File: config.mk
export PLATFORM = sky130hd
export DESIGN_NAME = multi_channel_servo_slew_limiter
export DESIGN_NICKNAME = d
export VERILOG_FILES = /design/src/sv/mcssl_pkg.sv /design/src/sv/mcssl_front.sv /design/src/sv/mcssl_fifo.sv /design/src/sv/mcssl_back.sv /design/src/sv/multi_channel_servo_slew_limiter.sv
export VERILOG_INCLUDE_DIRS = /design/src /design/src/sv
export SDC_FILE = /design/constraint.sdc
export NUM_CORES = 1
export LEC_CHECK = 0
export BUFFER_PORTS_ARGS = -buffer_cell sky130_fd_sc_hd__buf_2
export CORE_UTILIZATION = 45
export DETAILED_ROUTE_END_ITERATION = 10
export RECOVER_POWER = 25
export SKIP_CTS_REPAIR_TIMING = 1
export SLEW_MARGIN = 10
export SYNTH_ARGS = -nofsm -noshare
export SYNTH_HDL_FRONTEND = slang
export SYNTH_HIERARCHICAL = 1
export SYNTH_SLANG_ARGS = --single-unit
File: constraint.sdc
create_clock -name clk -period 6.4 [get_ports clk]
set_input_delay 1.6 -clock clk [delete_from_list [all_inputs] [get_ports clk]]
set_output_delay 1.6 -clock clk [all_outputs]
set_load 0.02 [all_outputs]
File: src/sv/multi_channel_servo_slew_limiter_defines.svh
// ----------------------------------------------------------------------------
// multi_channel_servo_slew_limiter_defines
// Assertion macros for the servo slew limiter; empty when SYNTH is defined.
// ----------------------------------------------------------------------------
`ifndef MULTI_CHANNEL_SERVO_SLEW_LIMITER_DEFINES_SVH
`define MULTI_CHANNEL_SERVO_SLEW_LIMITER_DEFINES_SVH

`ifndef SYNTH
// same-cycle implication
`define MCSSL_ASSERT_IMP(lbl, ante, cons, msg) \
  lbl: assert property (@(posedge clk) disable iff (!rst_n) (ante) |-> (cons)) \
    else $error(msg);
// next-cycle implication
`define MCSSL_ASSERT_NXT(lbl, ante, cons, msg) \
  lbl: assert property (@(posedge clk) disable iff (!rst_n) (ante) |=> (cons)) \
    else $error(msg);
`else
`define MCSSL_ASSERT_IMP(lbl, ante, cons, msg)
`define MCSSL_ASSERT_NXT(lbl, ante, cons, msg)
`endif

`endif

File: src/sv/mcssl_pkg.sv
// ----------------------------------------------------------------------------
// mcssl_pkg
// Types, codes and constants shared by the servo slew limiter modules.
// ----------------------------------------------------------------------------
package mcssl_pkg;

  // request codes
  localparam logic [1:0] REQ_SET    = 2'd0;
  localparam logic [1:0] REQ_PRESET = 2'd1;
  localparam logic [1:0] REQ_TICK   = 2'd2;

  // register indexes
  localparam logic [1:0] CFG_STEP_SIZE  = 2'd0;
  localparam logic [1:0] CFG_PULSE_MIN  = 2'd1;
  localparam logic [1:0] CFG_PULSE_SPAN = 2'd2;

  localparam logic [7:0]  STEP_SIZE_RST  = 8'd27;
  localparam logic [11:0] PULSE_MIN_RST  = 12'd100;
  localparam logic [11:0] PULSE_SPAN_RST = 12'd415;

  localparam logic [7:0]  ANGLE_MAX = 8'd180;
  localparam logic [11:0] PULSE_CAP = 12'd4095;

  // floor(p/180) == (p * DIV_MUL) >> DIV_SHIFT, exact for p < 2^20
  localparam logic [20:0] DIV_MUL   = 21'd1491309;
  localparam int          DIV_SHIFT = 28;

  localparam int CHANNELS_DEF   = 8;
  localparam int FIFO_DEPTH_DEF = 2;

  typedef struct packed {
    logic [1:0] req_type;
    logic [2:0] channel;
    logic [7:0] angle;
  } in_item_t;

  typedef struct packed {
    logic [2:0]  out_channel;
    logic [11:0] pulse_count;
    logic        last;
    logic        all_settled;
  } out_item_t;

  // classified command between front and back
  typedef struct packed {
    logic       is_tick;
    logic       is_preset;
    logic [2:0] channel;
    logic [7:0] angle;
  } cmd_t;

  typedef struct packed {
    logic [7:0]  step_size;
    logic [11:0] pulse_min;
    logic [11:0] pulse_span;
  } cfg_t;

endpackage

File: src/sv/mcssl_front.sv
// ----------------------------------------------------------------------------
// mcssl_front
// Accepts request beats, drops ignored ones, clamps the angle, registers a cmd.
// ----------------------------------------------------------------------------
module mcssl_front import mcssl_pkg::*; #(
  parameter int CHANNELS = CHANNELS_DEF
) (
  input  logic     clk,
  input  logic     rst_n,
  input  logic     in_valid,
  output logic     in_ready,
  input  in_item_t in_data,
  output logic     cmd_valid,
  input  logic     cmd_ready,
  output cmd_t     cmd
);

  logic [4:0] ch_w;
  logic       in_range;
  logic       keep;
  logic [7:0] ang_clamped;
  logic       hold_v_r, hold_v_nxt;
  cmd_t       hold_r, hold_nxt;

  assign ch_w        = {2'b00, in_data.channel};
  assign in_range    = (ch_w < 5'(CHANNELS));
  assign ang_clamped = (in_data.angle > ANGLE_MAX) ? ANGLE_MAX : in_data.angle;

  always_comb begin
    unique case (in_data.req_type)
      REQ_SET, REQ_PRESET: keep = in_range;
      REQ_TICK:            keep = 1'b1;
      default:             keep = 1'b0;
    endcase
  end

  assign in_ready  = !hold_v_r || cmd_ready;
  assign cmd_valid = hold_v_r;
  assign cmd       = hold_r;

  always_comb begin
    hold_v_nxt = hold_v_r;
    hold_nxt   = hold_r;
    if (in_valid && in_ready) begin
      hold_v_nxt         = keep;
      hold_nxt.is_tick   = (in_data.req_type == REQ_TICK);
      hold_nxt.is_preset = (in_data.req_type == REQ_PRESET);
      hold_nxt.channel   = in_data.channel;
      hold_nxt.angle     = ang_clamped;
    end else if (cmd_ready) begin
      hold_v_nxt = 1'b0;
    end
  end

  always_ff @(posedge clk) begin
    if (!rst_n) begin
      hold_v_r <= 1'b0;
    end else begin
      hold_v_r <= hold_v_nxt;
    end
  end

  always_ff @(posedge clk) begin
    hold_r <= hold_nxt;
  end

endmodule

File: src/sv/mcssl_fifo.sv
// ----------------------------------------------------------------------------
// mcssl_fifo
// Short command queue between front and back.
// ----------------------------------------------------------------------------
module mcssl_fifo import mcssl_pkg::*; #(
  parameter int DEPTH = FIFO_DEPTH_DEF
) (
  input  logic clk,
  input  logic rst_n,
  input  logic push_valid,
  output logic push_ready,
  input  cmd_t push_data,
  output logic pop_valid,
  input  logic pop_ready,
  output cmd_t pop_data
);

  localparam int PW = (DEPTH > 1) ? $clog2(DEPTH) : 1;
  localparam int CW = $clog2(DEPTH + 1);

  cmd_t          mem_r [DEPTH];
  logic [PW-1:0] wr_ptr_r, wr_ptr_nxt;
  logic [PW-1:0] rd_ptr_r, rd_ptr_nxt;
  logic [CW-1:0] count_r, count_nxt;
  logic          push, pop;

  assign push_ready = (count_r != CW'(DEPTH));
  assign pop_valid  = (count_r != '0);
  assign pop_data   = mem_r[rd_ptr_r];
  assign push       = push_valid && push_ready;
  assign pop        = pop_valid && pop_ready;

  always_comb begin
    wr_ptr_nxt = wr_ptr_r;
    rd_ptr_nxt = rd_ptr_r;
    count_nxt  = count_r;
    if (push) begin
      wr_ptr_nxt = (wr_ptr_r == PW'(DEPTH - 1)) ? '0 : wr_ptr_r + 1'b1;
    end
    if (pop) begin
      rd_ptr_nxt = (rd_ptr_r == PW'(DEPTH - 1)) ? '0 : rd_ptr_r + 1'b1;
    end
    if (push && !pop) begin
      count_nxt = count_r + 1'b1;
    end else if (pop && !push) begin
      count_nxt = count_r - 1'b1;
    end
  end

  always_ff @(posedge clk) begin
    if (!rst_n) begin
      wr_ptr_r <= '0;
      rd_ptr_r <= '0;
      count_r  <= '0;
    end else begin
      wr_ptr_r <= wr_ptr_nxt;
      rd_ptr_r <= rd_ptr_nxt;
      count_r  <= count_nxt;
    end
  end

  always_ff @(posedge clk) begin
    if (push) begin
      mem_r[wr_ptr_r] <= push_data;
    end
  end

endmodule

File: src/sv/mcssl_back.sv
// ----------------------------------------------------------------------------
// mcssl_back
// Applies set/preset, sweeps the channels on a tick and computes pulse counts.
// ----------------------------------------------------------------------------
module mcssl_back import mcssl_pkg::*; #(
  parameter int CHANNELS = CHANNELS_DEF
) (
  input  logic      clk,
  input  logic      rst_n,
  input  cfg_t      cfg,
  input  logic      cmd_valid,
  output logic      cmd_ready,
  input  cmd_t      cmd,
  output logic      out_valid,
  input  logic      out_ready,
  output out_item_t out_data
);

  localparam int CHW = (CHANNELS > 1) ? $clog2(CHANNELS) : 1;

  logic [7:0]          target_r  [CHANNELS];
  logic [7:0]          current_r [CHANNELS];
  logic [CHANNELS-1:0] diff_r, diff_nxt;
  logic                ticking_r, ticking_nxt;
  logic [CHW-1:0]      idx_r, idx_nxt;
  logic                snap_r, snap_nxt;

  logic           adv, pop, issue, last_ch;
  logic [4:0]     ch_w;
  logic [CHW-1:0] cmd_idx, rd_idx;
  logic [7:0]     cur_rd, tgt_rd, gap, ang_new;
  logic [8:0]     two_step;

  // result pipeline
  logic           s1_v_r, s2_v_r, s3_v_r, out_v_r;
  logic [7:0]     s1_ang_r;
  logic [19:0]    s2_prod_r;
  logic [11:0]    s3_quo_r;
  logic [CHW-1:0] s1_idx_r, s2_idx_r, s3_idx_r;
  logic           s1_last_r, s2_last_r, s3_last_r;
  logic           s1_set_r, s2_set_r, s3_set_r;
  logic [40:0]    recip_prod;
  logic [12:0]    pulse_sum;
  logic [4:0]     s3_idx_w;
  out_item_t      out_r;

  assign adv       = !out_v_r || out_ready;
  assign cmd_ready = adv && !ticking_r;
  assign pop       = cmd_valid && cmd_ready;
  assign issue     = ticking_r && adv;
  assign last_ch   = (idx_r == CHW'(CHANNELS - 1));

  assign ch_w    = {2'b00, cmd.channel};
  assign cmd_idx = ch_w[CHW-1:0];
  // current is read at the sweep index while ticking, else at the command's channel
  assign rd_idx  = ticking_r ? idx_r : cmd_idx;
  assign cur_rd  = current_r[rd_idx];
  assign tgt_rd  = target_r[idx_r];

  assign gap      = (tgt_rd > cur_rd) ? tgt_rd - cur_rd : cur_rd - tgt_rd;
  assign two_step = {cfg.step_size, 1'b0};

  always_comb begin
    priority if ({1'b0, gap} <= two_step) begin
      ang_new = tgt_rd;
    end else if (tgt_rd > cur_rd) begin
      ang_new = cur_rd + cfg.step_size;
    end else begin
      ang_new = cur_rd - cfg.step_size;
    end
  end

  always_comb begin
    ticking_nxt = ticking_r;
    idx_nxt     = idx_r;
    snap_nxt    = snap_r;
    diff_nxt    = diff_r;
    if (pop) begin
      if (cmd.is_tick) begin
        ticking_nxt = 1'b1;
        idx_nxt     = '0;
        snap_nxt    = ~|diff_r;
      end else if (cmd.is_preset) begin
        diff_nxt[cmd_idx] = 1'b0;
      end else begin
        diff_nxt[cmd_idx] = (cmd.angle != cur_rd);
      end
    end
    if (issue) begin
      diff_nxt[idx_r] = (ang_new != tgt_rd);
      idx_nxt         = idx_r + 1'b1;
      if (last_ch) begin
        ticking_nxt = 1'b0;
      end
    end
  end

  always_ff @(posedge clk) begin
    if (!rst_n) begin
      ticking_r <= 1'b0;
      idx_r     <= '0;
      snap_r    <= 1'b0;
      diff_r    <= '0;
      for (int i = 0; i < CHANNELS; i++) begin
        target_r[i]  <= '0;
        current_r[i] <= '0;
      end
    end else begin
      ticking_r <= ticking_nxt;
      idx_r     <= idx_nxt;
      snap_r    <= snap_nxt;
      diff_r    <= diff_nxt;
      if (pop && !cmd.is_tick) begin
        target_r[cmd_idx] <= cmd.angle;
        if (cmd.is_preset) begin
          current_r[cmd_idx] <= cmd.angle;
        end
      end
      if (issue) begin
        current_r[idx_r] <= ang_new;
      end
    end
  end

  assign recip_prod = 41'(s2_prod_r) * 41'(DIV_MUL);
  assign pulse_sum  = {1'b0, s3_quo_r} + {1'b0, cfg.pulse_min};
  assign s3_idx_w   = 5'(s3_idx_r);

  always_ff @(posedge clk) begin
    if (!rst_n) begin
      s1_v_r  <= 1'b0;
      s2_v_r  <= 1'b0;
      s3_v_r  <= 1'b0;
      out_v_r <= 1'b0;
    end else if (adv) begin
      s1_v_r  <= issue;
      s2_v_r  <= s1_v_r;
      s3_v_r  <= s2_v_r;
      out_v_r <= s3_v_r;
    end
  end

  always_ff @(posedge clk) begin
    if (adv) begin
      s1_ang_r  <= ang_new;
      s1_idx_r  <= idx_r;
      s1_last_r <= last_ch;
      s1_set_r  <= snap_r;

      s2_prod_r <= {12'b0, s1_ang_r} * {8'b0, cfg.pulse_span};
      s2_idx_r  <= s1_idx_r;
      s2_last_r <= s1_last_r;
      s2_set_r  <= s1_set_r;

      s3_quo_r  <= recip_prod[DIV_SHIFT +: 12];
      s3_idx_r  <= s2_idx_r;
      s3_last_r <= s2_last_r;
      s3_set_r  <= s2_set_r;

      out_r.out_channel <= s3_idx_w[2:0];
      out_r.pulse_count <= pulse_sum[12] ? PULSE_CAP : pulse_sum[11:0];
      out_r.last        <= s3_last_r;
      out_r.all_settled <= s3_set_r;
    end
  end

  assign out_valid = out_v_r;
  assign out_data  = out_r;

endmodule

File: src/sv/multi_channel_servo_slew_limiter.sv
// ----------------------------------------------------------------------------
// multi_channel_servo_slew_limiter
// Per-channel target/current angles, slewed on each tick into pulse counts.
// ----------------------------------------------------------------------------
// A set or preset beat is applied in the back end and yields no result. A
// tick starts the slew sequencer, which then reads and writes back one
// channel's angles per cycle while the result channel is not stalled, and
// each channel's pulse count passes through the s1, s2, s3 and output
// registers of the multiply / reciprocal-divide pipeline. A stall on
// the result channel holds the sequencer; the two-entry command queue lets the
// front keep taking beats meanwhile. Unused request codes and out-of-range
// channels are dropped at the front.
`include "multi_channel_servo_slew_limiter_defines.svh"

module multi_channel_servo_slew_limiter import mcssl_pkg::*; #(
  parameter int CHANNELS   = CHANNELS_DEF,
  parameter int FIFO_DEPTH = FIFO_DEPTH_DEF
) (
  input  logic        clk,
  input  logic        rst_n,
  input  logic        in_valid,
  output logic        in_ready,
  input  in_item_t    in_data,
  output logic        out_valid,
  input  logic        out_ready,
  output out_item_t   out_data,
  input  logic        cfg_valid,
  output logic        cfg_ready,
  input  logic [1:0]  cfg_index,
  input  logic [11:0] cfg_data
);

  logic [7:0]  step_r, step_nxt;
  logic [11:0] pmin_r, pmin_nxt;
  logic [11:0] span_r, span_nxt;
  cfg_t        cfg;

  logic f_valid, f_ready, b_valid, b_ready;
  cmd_t f_cmd, b_cmd;

  assign cfg_ready = 1'b1;

  always_comb begin
    step_nxt = step_r;
    pmin_nxt = pmin_r;
    span_nxt = span_r;
    if (cfg_valid && cfg_ready) begin
      unique case (cfg_index)
        CFG_STEP_SIZE:  step_nxt = cfg_data[7:0];
        CFG_PULSE_MIN:  pmin_nxt = cfg_data;
        CFG_PULSE_SPAN: span_nxt = cfg_data;
        default: ;
      endcase
    end
  end

  always_ff @(posedge clk) begin
    if (!rst_n) begin
      step_r <= STEP_SIZE_RST;
      pmin_r <= PULSE_MIN_RST;
      span_r <= PULSE_SPAN_RST;
    end else begin
      step_r <= step_nxt;
      pmin_r <= pmin_nxt;
      span_r <= span_nxt;
    end
  end

  assign cfg.step_size  = step_r;
  assign cfg.pulse_min  = pmin_r;
  assign cfg.pulse_span = span_r;

  mcssl_front #(.CHANNELS(CHANNELS)) u_front (
    .clk       (clk),
    .rst_n     (rst_n),
    .in_valid  (in_valid),
    .in_ready  (in_ready),
    .in_data   (in_data),
    .cmd_valid (f_valid),
    .cmd_ready (f_ready),
    .cmd       (f_cmd)
  );

  mcssl_fifo #(.DEPTH(FIFO_DEPTH)) u_fifo (
    .clk        (clk),
    .rst_n      (rst_n),
    .push_valid (f_valid),
    .push_ready (f_ready),
    .push_data  (f_cmd),
    .pop_valid  (b_valid),
    .pop_ready  (b_ready),
    .pop_data   (b_cmd)
  );

  mcssl_back #(.CHANNELS(CHANNELS)) u_back (
    .clk       (clk),
    .rst_n     (rst_n),
    .cfg       (cfg),
    .cmd_valid (b_valid),
    .cmd_ready (b_ready),
    .cmd       (b_cmd),
    .out_valid (out_valid),
    .out_ready (out_ready),
    .out_data  (out_data)
  );

  // the final beat of a tick always belongs to the highest channel
  `MCSSL_ASSERT_IMP(a_last_chan, out_valid && out_data.last, out_data.out_channel == 3'(CHANNELS - 1), "last beat not on top channel")
  // saturation never drops a count below the floor
  `MCSSL_ASSERT_IMP(a_pulse_floor, out_valid, out_data.pulse_count >= pmin_r, "pulse count below pulse_min")
  // settled flag is one snapshot for the whole tick
  `MCSSL_ASSERT_NXT(a_settled_hold, out_valid && out_ready && !out_data.last, !out_valid || out_data.all_settled == $past(out_data.all_settled), "all_settled changed within a tick")

endmodule
# ---- After elaboration in Yosys (flattened, before gate mapping)
# Memory sizes are Yosys's and may differ from the RTL's. A register that Yosys moved wholly into a read port is not among the register bits.
# Index checks and enable logic that the tools add are counted.
dict set report totals {
  reg_bits 139
  ramBits 154
  wordCells 158
  mem_count 3
  romBits 0
  out_inout_bits 20
  in_bits 32
  latch_bits 0
}
dict set report classes {
  n_reduce_logical 36
  n_div 0
  muxes 54
  shift 0
  n_addsub 10
  multipliers 2
  n_eq_ne 8
  bitwise_logic 2
  n_lt_le_gt_ge 8
}
# memory depth word_bits rd rd_clocked_by_memory_dff wr line_no
set mem_list {}
lappend mem_list {u_back.current_r 8 8 1 0 8 mcssl_back.sv:22} ;# logic [7:0] current_r [CHANNELS];
lappend mem_list {u_back.target_r 8 8 1 1 8 mcssl_back.sv:21} ;# logic [7:0] target_r [CHANNELS];
lappend mem_list {u_fifo.mem_r 2 13 1 1 1 mcssl_fifo.sv:21} ;# cmd_t mem_r [DEPTH];
# op count
set ops {}
lappend ops {{$mux 8} 10}
lappend ops {{$mul 20x21->40 const B} 1}
lappend ops {{$reduce_or 8->1} 4}
lappend ops {{$mux 1} 28}
lappend ops {{$mux 3} 9}
lappend ops {{$sub 8x8->8} 3}
lappend ops {{$mul 8x12->20} 1}
lappend ops {{$bwmux 8} 2}
lappend ops {{$ne 8x8->1} 2}
lappend ops {{$add 12x12->13} 1}
lappend ops {{$lt 3x4->1 const B} 3}
lappend ops {{$logic_and 1x1->1} 10}
lappend ops {{$reduce_and 2->1} 5}
lappend ops {{$reduce_bool 2->1} 5}
lappend ops {{$le 8x9->1} 1}
lappend ops {{$add 8x8->8} 1}
lappend ops {{$and 8x8->8} 1}
lappend ops {{$gt 8x8->1} 1}
lappend ops {{$gt 8x8->1 const B} 1}
lappend ops {{$not 8->8} 1}
lappend ops {{$logic_not 1->1} 7}
lappend ops {{$demux 1 s3} 2}
lappend ops {{$ge 3x1->1 const B} 2}
lappend ops {{$eq 2x1->1 const B} 2}
lappend ops {{12 further kinds} 17}

# ---- Longest topological paths before layout
dict set report logic_depth {
  word_depth 11
  ltp_mapped 32
  depth_no_buf 27
}

# ---- By module
# Netlist, hierarchy kept.
# mod instances area_each_um2 seq_area_each_um2 cells_each
set modules_own_cells {}
lappend modules_own_cells {mcssl_back 1 20225.6 6406.1 1895}
lappend modules_own_cells {multi_channel_servo_slew_limiter 1 1330.0 640.6 135}
lappend modules_own_cells {mcssl_fifo 1 1174.9 880.8 64}
lappend modules_own_cells {mcssl_front 1 578.1 410.4 37}

# ---- Least setup slack after synthesis
# OpenSTA, ideal clock, no wires.
dict set report synth_path {
  kind {reg2reg}
  startpoint {register (tool-made name)}
  endpoint {memory u_back.current_r[0][2] (data pin)}
  slack_ns -0.374
  arrival_ns 6.502
  t_required_ns 6.128
  path_buffers 5
  setup_ns 0.272
  stages_incl_launch_ff 31
  period_less_slack_ns 6.774
  cell_sequence {dfxtp_1 buf_2 mux2_2 mux2_4 buf_2 nor2_1 a21oi_1 o31ai_1 and2_1 inv_1 ha_1 fa_1 nor2b_1 o21ai_0 a21oi_1 o21ai_1 nand2_1 clkbuf_1 mux2_2 a21oi_1 a21oi_1 xor2_1 ha_1 a21o_1 a2111oi_0 or4_1 clkbuf_1 clkbuf_1 mux2i_1 mux2i_1 nor2_1}
}
# element line_no
set synth_rtl {}
lappend synth_rtl {{end: declaration} mcssl_back.sv:22}

==> results.sh <==
export IMPL_outcome="finished with violations"
export IMPL_violations="capacitance limit, slew limit"
export IMPL_cts_made_buffers=34
export IMPL_dp_slack_ns=-0.138
export IMPL_ios=52
export IMPL_post_route_min_period_ns=6.21
export IMPL_ant_nets=0
export IMPL_synthFlopType="edfxtp_1"
export IMPL_first_iter_violations=970
export IMPL_die_area_sq_mm=0.0527
export IMPL_max_cap_violations=3
export IMPL_async_reset_ff_share_pct=0
export IMPL_grt_pass1_vias=16500
export IMPL_syn_nets=2610
export IMPL_drive_gt1_share_pct=11.4
export IMPL_cts_buffer_depth=3
export IMPL_synth_seq_cells=297
export IMPL_dpl_hpwl_mm=47.5
export IMPL_min_period_over_period_pct=97.1
export IMPL_skew_ns=0.0213
export IMPL_via_per_inst=5.48
export IMPL_gr_usage_all_layers_pct=23.3
export IMPL_nets=2706
export IMPL_crit_type="reg -> reg"
export IMPL_layout_commonest_cell="inv_1"
export IMPL_seq_area_frac_synth_pct=35.8
export IMPL_htreeDepth=2
export IMPL_critPathCaptureType="register"
export IMPL_syn_area_sq_mm=0.0233
export IMPL_finalMaxSlewViolations=187
export IMPL_num_rows=83
export IMPL_cts_sinks=297
export IMPL_setup_viol=0
export IMPL_postLayoutCellArea_sq_mm=0.0260
export IMPL_fmax_ghz=0.161
export IMPL_drc=0
export IMPL_synth_distinct_cells=78
export IMPL_antenna_found_initial=0
export IMPL_cts_tree="built"
export IMPL_layout_cells_non_filler=2932
export IMPL_worstPathRequired_ns=6.69
export IMPL_grt_first_pass_wirelength_mm=93.5
export IMPL_fp_dieW_microns=230
export IMPL_tns_ns=0
export IMPL_start_kind="register"
export IMPL_clk_pin_slew_ns=0.06
export IMPL_diodes=0
export IMPL_core_area_sq_mm=0.0512
export IMPL_hold_class="reg -> reg"
export IMPL_syn_avg_cell_area_sq_um=10.9
export IMPL_grt_max_degree=78
export IMPL_hold_viol_final=0
export IMPL_globalRouteOverflowTotal=0
export IMPL_timing_critical_path_mode_cell="a21oi_1"
export IMPL_routedWlPerCell_microns=20.8
export IMPL_port_buffers=50
export IMPL_postPlaceCellArea_sq_mm=0.0247
export IMPL_synthCells=2131
export IMPL_first_pass_iters=5
export IMPL_relSlewSlack_pct=-78.2
export IMPL_cts_root_buf="clkbuf_16"
export IMPL_vias=16100
export IMPL_mostFrequentLayoutCells="inv_1 (285), ha_1 (268), edfxtp_1 (239), fa_1 (178), nand2_1 (158)"
export IMPL_tightestPinTransition_ns=2.67
export IMPL_start_util_pct=45.5
export IMPL_arrival_ns=6.50
export IMPL_placed_cells=2859
export IMPL_die_y_microns=230
export IMPL_synth_edf_count=239
export IMPL_ys_warn_count=6
export IMPL_path_max_fanout=13
export IMPL_setup_ws_ns=0.188
export IMPL_drt_total_wl_mm=60.9
export IMPL_place_gp_congestion=0.985
export IMPL_synthToLayoutAreaGrowth_pct=11.7
export IMPL_critPathSlowestCell="dfxtp_1"
export IMPL_slowest_delay_ns=0.53
export IMPL_insertion_delay_ns=0.55
==> stage by stage <==
stage	util (%)	hold WS, ns
detailed placement	48.2	0.405
finish	50.9	0.417
global route	50.9	0.427
CTS	50.4	0.418
global placement	48.2	0.401
floorplan	-	0.400
==> cells in the mapped netlist, types with 4 or more instances <==
library cell	instances	area share (%)
edfxtp_1	239	31
nor2b_1	38	1.0
buf_6	5	0.24
or3_1	5	0.13
nand4b_1	4	0.15
buf_2	8	0.17
o211ai_1	25	0.81
nor3_1	40	0.86
fa_1	178	15
or2_2	5	0.13
ha_1	269	14
and2_1	120	3.2
clkbuf_1	53	0.85
a21o_1	18	0.58
a21boi_0	10	0.32
o21ai_0	40	0.86
a211oi_1	7	0.23
a31oi_1	19	0.51
a21oi_1	72	1.5
mux2i_1	70	3.0
o22a_1	7	0.26
inv_1	286	4.6
o22ai_1	4	0.11
nand4_1	8	0.21
o21a_1	7	0.23
dfxtp_1	58	5.0
o31ai_1	9	0.29
xnor2_1	50	1.9
and3_1	30	0.81
xor2_1	22	0.83
o21bai_1	6	0.19
nand2b_1	11	0.30
mux2_2	18	0.87
nor4_1	7	0.19
nor2_1	124	2.0
mux4_2	16	1.5
nand2_1	159	2.6
nand3_1	20	0.43
==> critical path, delay by kind of cell (launching register included) <==
kind,cells,cell delay (ns)
XOR/XNOR,1,0.16
flip-flops,1,0.53
adder cells (fa/ha/maj),2,0.57
AND/OR/NAND/NOR,7,1.23
AO/OA/AOI/OAI,12,2.22
buffers and inverters,5,1.02
multiplexers,1,0.18
==> final timing paths <==
| check | to | startpoint | depth (start not counted) | slack [ns] |
|---|---|---|---|---|
| max | u_back/current_r[7][4] | u_back/ticking_r | 28 | 0.19 |
| min reg2reg | u_back/s2_idx_r[1] | u_back/s1_idx_r[1] | 0 | 0.42 |
| min | u_back/s2_idx_r[1] | u_back/s1_idx_r[1] | 0 | 0.42 |
| max reg2reg | u_back/current_r[7][4] | u_back/ticking_r | 28 | 0.19 |
==> sequential cells by signal, indices dropped and copies added (netlist names), 8 cells and up, named ones only <==
register and flops:
span_r 12, u_back/s2_prod_r 20, u_back/s3_quo_r 12, u_fifo/mem_r 26
step_r 8, u_front/cmd 13, u_back/target_r 64, u_back/s1_ang_r 8
u_back/diff_r 8, u_back/current_r 64, u_back/out_data 17, pmin_r 12
==> layout make-up <==
class                           instances  area, sq um
Inverter                              288         1080
Multi-Input combinational cell       1478        13800
Sequential cell                       297         8340
Timing Repair Buffer                  128          877
Tap cell                              680          851
Clock buffer                           37          862
Fill cell                            4583        25200
Clock inverter                         24          259
==> per-layer routing <==
layer	part of all wire, %	vias up	wire length (microns)	GRT usage, %
met1	40	7942	24500	28.7
met5	0	-	0	0
met3	5.0	129	3060	2.78
li1	-	7479	-	-
met2	50	513	30300	40.4
met4	5.0	0	3080	11.5
==> cell families (layout without fill, tap and decap cells) <==
kind of cell / count (synthesis) / after routing / synth area share (%)
buffers and inverters: 358 / 477 / 6.02
and+or+nand+nor: 581 / 581 / 12.4
AOI/OAI and AO/OA: 267 / 267 / 7.65
adders and majority gates: 447 / 447 / 29.7
DFF: 297 / 297 / 35.8
muxes: 106 / 108 / 5.55
other: 1 / 1 / 0.0161
xor gates and xnor gates: 74 / 74 / 2.90
Power is not shown: default switching activity piles up to over one toggle a cycle in this logic, so the estimate is an artifact.
